<file path="src/hw/rtl/pls_pkg.sv">
`timescale 1ns / 1ps
`default_nettype none

package pls_pkg;

	// default sizes of the list store
	localparam int CAPACITY_DEF   = 64;
	localparam int DATA_WIDTH_DEF = 32;

	// fixed field widths of the command and result beats
	localparam int OP_W     = 2;
	localparam int POS_W    = 7;
	localparam int ELEM_W   = 32;
	localparam int STATUS_W = 2;
	localparam int CNT_W    = 7;

	// operation codes
	typedef enum logic [OP_W-1:0] {
		OP_INSERT = 2'd0,
		OP_DELETE = 2'd1,
		OP_READ   = 2'd2
	} op_t;

	// result status codes
	typedef enum logic [STATUS_W-1:0] {
		ST_OK    = 2'd0,
		ST_EMPTY = 2'd1,
		ST_FULL  = 2'd2,
		ST_RANGE = 2'd3
	} status_t;

	// sequencer states
	typedef enum logic [2:0] {
		S_IDLE,
		S_SHIFT,
		S_PUT,
		S_RD,
		S_RDW
	} state_t;

	// command beat
	typedef struct packed {
		logic [OP_W-1:0]   op;
		logic [POS_W-1:0]  position;
		logic [ELEM_W-1:0] element;
	} req_t;

	// result beat
	typedef struct packed {
		status_t           status;
		logic [ELEM_W-1:0] read_data;
		logic [CNT_W-1:0]  entry_count;
	} rsp_t;

	// memory port strobes
	typedef struct packed {
		logic wr_en;
		logic rd_en;
	} mem_ctl_t;

endpackage

`default_nettype wire

</file>
<file path="src/hw/rtl/pls_mem.sv">
`timescale 1ns / 1ps
`default_nettype none

module pls_mem #(
	parameter int DEPTH = pls_pkg::CAPACITY_DEF,
	parameter int WIDTH = pls_pkg::DATA_WIDTH_DEF
) (
	input  wire logic                     clk,
	input  wire pls_pkg::mem_ctl_t        ctl,
	input  wire logic [$clog2(DEPTH)-1:0] waddr,
	input  wire logic [WIDTH-1:0]         wdata,
	input  wire logic [$clog2(DEPTH)-1:0] raddr,
	output logic      [WIDTH-1:0]         rdata
);

	logic [WIDTH-1:0] mem [DEPTH];
	logic [WIDTH-1:0] rdata_q;

	// write port
	always_ff @(posedge clk) begin
		if (ctl.wr_en) begin
			mem[waddr] <= wdata;
		end
	end

	// registered read port
	always_ff @(posedge clk) begin
		if (ctl.rd_en) begin
			rdata_q <= mem[raddr];
		end
	end

	assign rdata = rdata_q;

endmodule

`default_nettype wire

</file>
<file path="src/hw/rtl/pls_ctrl.sv">
`timescale 1ns / 1ps
`default_nettype none

module pls_ctrl #(
	parameter int CAPACITY   = pls_pkg::CAPACITY_DEF,
	parameter int DATA_WIDTH = pls_pkg::DATA_WIDTH_DEF
) (
	input  wire logic                        clk,
	input  wire logic                        arst_n,
	input  wire logic                        start,
	output logic                             busy,
	input  wire pls_pkg::req_t               req,
	output logic                             done,
	output pls_pkg::rsp_t                    rsp,
	output pls_pkg::mem_ctl_t                mem_ctl,
	output logic [$clog2(CAPACITY)-1:0]      mem_waddr,
	output logic [DATA_WIDTH-1:0]            mem_wdata,
	output logic [$clog2(CAPACITY)-1:0]      mem_raddr,
	input  wire logic [DATA_WIDTH-1:0]       mem_rdata
);

	localparam int AW    = $clog2(CAPACITY);
	localparam int CW    = $clog2(CAPACITY + 1);
	localparam int PW    = pls_pkg::POS_W;
	localparam int CMPW  = (CW > PW) ? CW : PW;
	localparam int OCW   = pls_pkg::CNT_W;
	localparam int EW    = pls_pkg::ELEM_W;

	pls_pkg::state_t state_q, state_d;
	logic [CW-1:0]         count_q, count_d;
	logic                  rd_act_q, rd_act_d;
	logic                  wb_s1, wb_d;
	logic                  done_q, done_d;
	logic [AW-1:0]         ptr_q, ptr_d;
	logic [AW-1:0]         end_q, end_d;
	logic [AW-1:0]         slot_q, slot_d;
	logic [AW-1:0]         wb_addr_s1, wb_addr_d;
	logic                  ins_q, ins_d;
	logic [DATA_WIDTH-1:0] word_q, word_d;
	pls_pkg::rsp_t         rsp_q, rsp_d;

	logic [CMPW-1:0]       pos_ext;
	logic [CMPW-1:0]       cnt_ext;
	logic [CMPW-1:0]       cap_ext;
	logic [63:0]           elem_wide;
	logic [63:0]           rd_wide;

	// operand alignment
	always_comb begin
		pos_ext   = CMPW'(req.position);
		cnt_ext   = CMPW'(count_q);
		cap_ext   = CMPW'(CAPACITY);
		elem_wide = 64'(req.element);
		rd_wide   = 64'(mem_rdata);
	end

	// next state, shift sequencing and memory port drive
	always_comb begin
		state_d    = state_q;
		count_d    = count_q;
		rd_act_d   = rd_act_q;
		wb_d       = 1'b0;
		done_d     = 1'b0;
		ptr_d      = ptr_q;
		end_d      = end_q;
		slot_d     = slot_q;
		wb_addr_d  = wb_addr_s1;
		ins_d      = ins_q;
		word_d     = word_q;
		rsp_d      = rsp_q;
		mem_ctl    = '0;
		mem_waddr  = wb_addr_s1;
		mem_wdata  = mem_rdata;
		mem_raddr  = ptr_q;

		unique case (state_q)
			pls_pkg::S_IDLE: begin
				if (start) begin
					rsp_d.status    = pls_pkg::ST_OK;
					rsp_d.read_data = '0;
					case (req.op)
						pls_pkg::OP_INSERT: begin
							if (cnt_ext >= cap_ext) begin
								rsp_d.status = pls_pkg::ST_FULL;
								done_d       = 1'b1;
							end else begin
								ins_d  = 1'b1;
								word_d = elem_wide[DATA_WIDTH-1:0];
								if (pos_ext < cnt_ext) begin
									slot_d   = AW'(pos_ext);
									end_d    = AW'(pos_ext);
									ptr_d    = AW'(cnt_ext - 1'b1);
									rd_act_d = 1'b1;
									state_d  = pls_pkg::S_SHIFT;
								end else begin
									slot_d  = AW'(cnt_ext);
									state_d = pls_pkg::S_PUT;
								end
							end
						end
						pls_pkg::OP_DELETE: begin
							if (count_q == '0) begin
								rsp_d.status = pls_pkg::ST_EMPTY;
								done_d       = 1'b1;
							end else if (pos_ext < cnt_ext - 1'b1) begin
								ins_d    = 1'b0;
								ptr_d    = AW'(pos_ext + 1'b1);
								end_d    = AW'(cnt_ext - 1'b1);
								rd_act_d = 1'b1;
								state_d  = pls_pkg::S_SHIFT;
							end else begin
								// last entry goes, nothing to move
								count_d = count_q - 1'b1;
								done_d  = 1'b1;
							end
						end
						pls_pkg::OP_READ: begin
							if (pos_ext >= cnt_ext) begin
								rsp_d.status = pls_pkg::ST_RANGE;
								done_d       = 1'b1;
							end else begin
								ptr_d   = AW'(pos_ext);
								state_d = pls_pkg::S_RD;
							end
						end
						default: begin
							done_d = 1'b1;
						end
					endcase
				end
			end
			pls_pkg::S_SHIFT: begin
				// read one entry ahead, write the previous one back to its neighbor
				mem_ctl.rd_en = rd_act_q;
				mem_ctl.wr_en = wb_s1;
				wb_d          = rd_act_q;
				wb_addr_d     = ins_q ? AW'(ptr_q + 1'b1) : AW'(ptr_q - 1'b1);
				if (rd_act_q) begin
					if (ptr_q == end_q) begin
						rd_act_d = 1'b0;
					end else begin
						ptr_d = ins_q ? AW'(ptr_q - 1'b1) : AW'(ptr_q + 1'b1);
					end
				end else if (ins_q) begin
					state_d = pls_pkg::S_PUT;
				end else begin
					count_d = count_q - 1'b1;
					done_d  = 1'b1;
					state_d = pls_pkg::S_IDLE;
				end
			end
			pls_pkg::S_PUT: begin
				mem_ctl.wr_en = 1'b1;
				mem_waddr     = slot_q;
				mem_wdata     = word_q;
				count_d       = count_q + 1'b1;
				done_d        = 1'b1;
				state_d       = pls_pkg::S_IDLE;
			end
			pls_pkg::S_RD: begin
				mem_ctl.rd_en = 1'b1;
				state_d       = pls_pkg::S_RDW;
			end
			pls_pkg::S_RDW: begin
				rsp_d.read_data = rd_wide[EW-1:0];
				done_d          = 1'b1;
				state_d         = pls_pkg::S_IDLE;
			end
			default: begin
				state_d = pls_pkg::S_IDLE;
			end
		endcase

		if (done_d) begin
			rsp_d.entry_count = OCW'(count_d);
		end
	end

	// state register
	always_ff @(posedge clk or negedge arst_n) begin
		if (!arst_n) begin
			state_q <= pls_pkg::S_IDLE;
		end else begin
			state_q <= state_d;
		end
	end

	// control registers
	always_ff @(posedge clk or negedge arst_n) begin
		if (!arst_n) begin
			count_q  <= '0;
			rd_act_q <= 1'b0;
			wb_s1    <= 1'b0;
			done_q   <= 1'b0;
		end else begin
			count_q  <= count_d;
			rd_act_q <= rd_act_d;
			wb_s1    <= wb_d;
			done_q   <= done_d;
		end
	end

	// payload registers
	always_ff @(posedge clk) begin
		ptr_q      <= ptr_d;
		end_q      <= end_d;
		slot_q     <= slot_d;
		wb_addr_s1 <= wb_addr_d;
		ins_q      <= ins_d;
		word_q     <= word_d;
		rsp_q      <= rsp_d;
	end

	assign busy = (state_q != pls_pkg::S_IDLE);
	assign done = done_q;
	assign rsp  = rsp_q;

`ifndef SYNTH
	// count stays within capacity
	a_count_bound: assert property (@(posedge clk) disable iff (!arst_n)
		count_q <= CW'(CAPACITY))
		else $error("entry count above capacity");

	// full status only reported on a full list
	a_full_count: assert property (@(posedge clk) disable iff (!arst_n)
		(done_q && rsp_q.status == pls_pkg::ST_FULL) |-> (count_q == CW'(CAPACITY)))
		else $error("full status with room left");

	// write and read never hit the same entry in one cycle
	a_no_overlap: assert property (@(posedge clk) disable iff (!arst_n)
		(mem_ctl.wr_en && mem_ctl.rd_en) |-> (mem_waddr != mem_raddr))
		else $error("read and write to same entry");

	// shift drains with a pending write-back once reading stops
	a_shift_drain: assert property (@(posedge clk) disable iff (!arst_n)
		(state_q == pls_pkg::S_SHIFT && !rd_act_q) |-> wb_s1)
		else $error("shift ended without write-back");

	// a result strobe always follows a busy cycle or an idle accept
	a_done_cause: assert property (@(posedge clk) disable iff (!arst_n)
		done_q |-> $past(busy || start))
		else $error("result without command");
`endif

endmodule

`default_nettype wire

</file>
<file path="src/hw/rtl/positional_list_store_unit.sv">
`timescale 1ns / 1ps
`default_nettype none

// Bounded positional list store: an ordered list of up to CAPACITY words.
// Command channel: a beat on req is taken at a clock edge with start high
// and busy low. op selects insert at position, delete at position or read
// at position; for insert and delete a position at or past the end means
// the end of the list, a read there is out of range. Result channel: done
// is high for exactly one cycle with the result on rsp (status, read word,
// entry count after the operation). The receiver cannot stall; every
// command gives one result, in command order. Full, empty, out of range,
// unused op and delete of the last entry need no memory access. A read
// reads the memory, then registers the word; an append writes the slot;
// an insert at p moves entries p and up one place up, then writes the
// slot; a delete at p moves the entries above p one place down. The shift
// runs through the single memory, one entry moved per cycle with the read
// one entry ahead of the write. busy stays high until the result is registered.
// Reset clears the entry count and the sequencer; the word memory is not
// cleared and an entry is only read after it was written.

module positional_list_store_unit #(
	parameter int CAPACITY   = pls_pkg::CAPACITY_DEF,
	parameter int DATA_WIDTH = pls_pkg::DATA_WIDTH_DEF
) (
	input  wire logic          clk,
	input  wire logic          arst_n,
	input  wire logic          start,
	output logic               busy,
	input  wire pls_pkg::req_t req,
	output logic               done,
	output pls_pkg::rsp_t      rsp
);

	localparam int AW = $clog2(CAPACITY);

	pls_pkg::mem_ctl_t     mem_ctl;
	logic [AW-1:0]         mem_waddr;
	logic [AW-1:0]         mem_raddr;
	logic [DATA_WIDTH-1:0] mem_wdata;
	logic [DATA_WIDTH-1:0] mem_rdata;

	// sequencer and entry count
	pls_ctrl #(
		.CAPACITY   (CAPACITY),
		.DATA_WIDTH (DATA_WIDTH)
	) u_ctrl (
		.clk       (clk),
		.arst_n    (arst_n),
		.start     (start),
		.busy      (busy),
		.req       (req),
		.done      (done),
		.rsp       (rsp),
		.mem_ctl   (mem_ctl),
		.mem_waddr (mem_waddr),
		.mem_wdata (mem_wdata),
		.mem_raddr (mem_raddr),
		.mem_rdata (mem_rdata)
	);

	// entry storage
	pls_mem #(
		.DEPTH (CAPACITY),
		.WIDTH (DATA_WIDTH)
	) u_mem (
		.clk   (clk),
		.ctl   (mem_ctl),
		.waddr (mem_waddr),
		.wdata (mem_wdata),
		.raddr (mem_raddr),
		.rdata (mem_rdata)
	);

endmodule

`default_nettype wire
</file>
<file path="config.mk">
export PLATFORM = sky130hd
export DESIGN_NAME = positional_list_store_unit
export DESIGN_NICKNAME = d
export VERILOG_FILES = /design/src/hw/rtl/pls_pkg.sv /design/src/hw/rtl/pls_mem.sv /design/src/hw/rtl/pls_ctrl.sv /design/src/hw/rtl/positional_list_store_unit.sv
export SDC_FILE = /design/constraint.sdc
export NUM_CORES = 2
export LEC_CHECK = 0
export BUFFER_PORTS_ARGS = -buffer_cell sky130_fd_sc_hd__buf_2
export CAP_MARGIN = 20
export CORE_MARGIN = 2
export CORE_UTILIZATION = 60
export CTS_BUF_LIST = sky130_fd_sc_hd__clkbuf_4 sky130_fd_sc_hd__clkbuf_8
export DETAILED_ROUTE_END_ITERATION = 6
export PLACE_DENSITY = 0.76
export SYNTH_ARGS = -nofsm -noshare
export SYNTH_HDL_FRONTEND = slang
export SYNTH_HIERARCHICAL = 1
export SYNTH_SLANG_ARGS = --single-unit
</file>
<file path="constraint.sdc">
create_clock -name clk -period 8.11 [get_ports clk]
set_clock_uncertainty 0.15 [all_clocks]
set_input_delay 1.622 -clock clk [delete_from_list [all_inputs] [get_ports clk]]
set_output_delay 1.622 -clock clk [all_outputs]
set_load 0.01 [all_outputs]
</file>
==> flow_summary.ini <==
[clocking]
root_buffer = clkbuf_8
htree_levels = 5
post-cts-setup-buffers = 0
post_cts_resized = 0
numClockSinks = 2191
cts_tree = built
clock_latency_ps = 1030
path_clk_slew_ps = 60
clk_path_buf_depth = 4
hold_buffers = 0
cts_buffers = 350

[sta]
fin_crit_sh_pct = 59.3
fmax_mhz = 208
finalWorstPathRequiredPeriod_ps = 4810
setup_viol = 0
slew_viol_final = 0
tns_ps = 0
hold_viol_final = 0
tightestPinTransition_ps = 1150
rsz0062_at_grt = false
maxSlewHeadroom_pct = 22.9

[placement]
dpl.cell_count = 5902
hpwl_mm = 120
place.gp.congestion = 0.877
io_buffers = 86

[die]
start_util_pct = 60.4
die-area_um2 = 145000
die_height_um = 381
rows = 138
die_width_um = 381
io_pins = 87
core_um2 = 141000

[logic_synthesis]
synthCells = 4040
synth_nets = 4104
synth_edf_count = 2178
syn_area_um2 = 85400
synth_ff_type = edfxtp_1
avgSynthCellArea_um2 = 21.2
yosysSeqAreaShare_pct = 76.9
synthArstFlopShare_pct = 0.593
synth_cell_types = 85
synth-seq-cells = 2191
yosys_warnings = 6

[detailed_routing]
first_pass_iters = 6
drtIter0Drc = 6437
wl_met2_mm = 102
drc_errors = 0
via_per_inst = 6.73
wl_met1_mm = 77.4
dr_wl_met3_mm = 23.8
drt-total-wl_mm = 210
top_layer = met5
antenna_left = 0
wl_per_cell_um = 32.2
vias = 43900

[power]
power.switching_w = 0.0117
clkPwrFrac_pct = 25.6
p_per_area_nw_per_um2 = 364
leakage_nw = 30.5
p_sw_share_pct = 33.7
p_seq_share_pct = 42.4
total_power_w = 0.0347
p_int_w = 0.0230
peakVddDrop_mv = 0.332
power_frac_comb_pct = 31.9

[worst_setup_path]
arrival_ps = 5240
path_max_fanout = 32
worstSetupEndpointType = flop
cpMostUsedCell = nor2_4
slowest_stage = nor2_4
crit_path_cell_trace = nand2b_1 -> nor2_4 -> mux2_2 -> or3b_2 -> or2_2 -> nor2_4
critPathTopFamily = simple AND/OR/NAND/NOR gates
cpPeakStageDelay_ps = 910
critPathKind = reg -> reg
critPathLaunchType = flop
critical_path_buf_inv_count = 0
cp.required_ps = 8540

[job]
cap_violations = 0

[status]
status = finished, final reports clean

[grt]
gr-total-overflow = 0
grt_antenna_before_repair = 18
grt.total_usage_pct = 28.9
grt_pass1_vias = 43200
grt_pass1_wl_mm = 300
grt_max_degree = 102

[min_path]
hp-class = in -> async

[layout]
final_cells = 6518
fill_cells = 8572
fin_nets = 4447
syn_to_final_growth_pct = 11.6
drive_gt1_share_pct = 28.6
## cells in the mapped netlist, drive strengths merged (18+ instances only)
cell type / count / area (µm²)
clkbuf: 100 / 388
mux4: 446 / 10000
a211oi: 24 / 180
o21ai: 64 / 320
o22ai: 44 / 275
a31oi: 26 / 163
o211ai: 18 / 135
nand3: 67 / 340
ha: 20 / 250
nor2: 119 / 452
a21oi: 58 / 309
nand2: 59 / 221
and2: 40 / 251
buf: 136 / 1030
a22oi: 127 / 953
nor2b: 18 / 113
inv: 28 / 105
edfxtp: 2178 / 65400
mux2i: 195 / 1950
mux2: 38 / 428
## cell usage in the layout (no fill, tap or decap), drive strengths merged, types with 6 or more instances in the layout
cell type and n:
a31oi 26, nand2 59, a211oi 24, a22o 12, nand3b 8, nor2 119, mux4 446, xnor2 13
clkinv 116, bufinv 9, diode 6, and2 40, a22oi 127, a21oi 58, o211ai 18, mux2 38
or2 9, a311o 12, a211o 14, o21ai 64, nor3 16, a311oi 7, nand4 8, edfxtp 2178
inv 30, nor2b 18, o22a 12, ha 20, nand2b 11, dfrtp 13, o22ai 44, clkbuf 459
o221ai 17, nand3 67, mux2i 195, buf 228, a221oi 9, clkinvlp 7, and3 13, xor2 10
## cell type report
type | instances | area [µm²] | area share (%)
Multi-Input combinational cell | 1582 | 18700 | 19.6
Clock inverter | 132 | 808 | 0.847
Tap cell | 1890 | 2360 | 2.48
Clock buffer | 459 | 5670 | 5.94
Inverter | 30 | 113 | 0.118
Timing Repair Buffer | 228 | 2000 | 2.10
Sequential cell | 2191 | 65700 | 68.9
Antenna cell | 6 | 15.0 | 0.0157
## registers in the layout, indices dropped and copies added, names as in the netlist
signal / cells
u_ctrl/rd_act_q: 1
u_ctrl/wb_s1: 1
u_mem/rdata: 32
u_ctrl/wb_addr_s1: 6
u_mem/mem: 2048
u_ctrl/slot_q: 6
u_ctrl/done: 1
u_ctrl/word_q: 32
u_ctrl/ins_q: 1
u_ctrl/end_q: 6
u_ctrl/state_q: 3
u_ctrl/cnt_ext: 7
u_ctrl/mem_raddr: 6
u_ctrl/rsp: 41
## path summary, 6_finish.rpt
path | cells after the start | end | start | slack [ps]
worst max-delay path | 6 | u_mem/mem[4][14] | u_ctrl/state_q[0] | 3300
worst min register to register | 1 | u_ctrl/rsp[11] | u_mem/rdata[4] | 420
worst min-delay path | 1 | u_ctrl/state_q[2] | arst_n | 400
worst max register to register | 6 | u_mem/mem[4][14] | u_ctrl/state_q[0] | 3300
min in group clk | 1 | u_ctrl/rsp[11] | u_mem/rdata[4] | 420
max in group asynchronous | 1 | u_ctrl/wb_s1 | arst_n | 7040
## routing by layer
| layer | global-route usage (%) | vias to the layer above |
|---|---|---|
| met3 | 5.70 | 403 |
| met4 | 9.83 | 2 |
| li1 | - | 17700 |
| met2 | 45.0 | 2986 |
| met1 | 41.8 | 22800 |
| met5 | 0 | - |
## kinds of logic (layout without fill, tap and decap cells)
family	Yosys count	in the layout	share of synthesized area, %
flip-flops	2191	2191	76.9
multiplexers	679	679	14.5
XOR/XNOR	23	23	0.236
buffers and inverters	267	849	1.81
AND/OR/NAND/NOR	393	393	2.33
adder cells (fa/ha/maj)	21	21	0.306
other	0	6	0
AO/OA/AOI/OAI	466	466	3.86
## metrics by stage
stage          util, %  setup slack, ps  cell area [µm²]  hold slack, ps
2_1_floorplan        -             3290            85400             370
3_3_place_gp      62.4             3340            88300             408
3_5_place_dp      62.5             3270            88400             406
4_1_cts           67.1             3230            94900             336
5_1_grt           67.5             3180            95400             351
6_report          67.5             3300            95400             395
## power by group through the flow
stage	combinational [W]	sequential [W]	clock (W)
6_report	0.0111	0.0147	0.00891
5_1_grt	0.0116	0.0148	0.00950
4_1_cts	0.0109	0.0147	0.00901
3_5_place_dp	0.0109	0.0150	0
3_3_place_gp	0.0107	0.0150	0
2_1_floorplan	0.00707	0.0148	0
## worst reg2reg max path, cell delays in order, from the launching register on
cell and delay, ps:
dfrtp_1 560, nand2b_1 330, nor2_4 830, mux2_2 540, or3b_2 580, or2_2 490
nor2_4 920
Note: power is estimated with default switching activity, not from simulation.
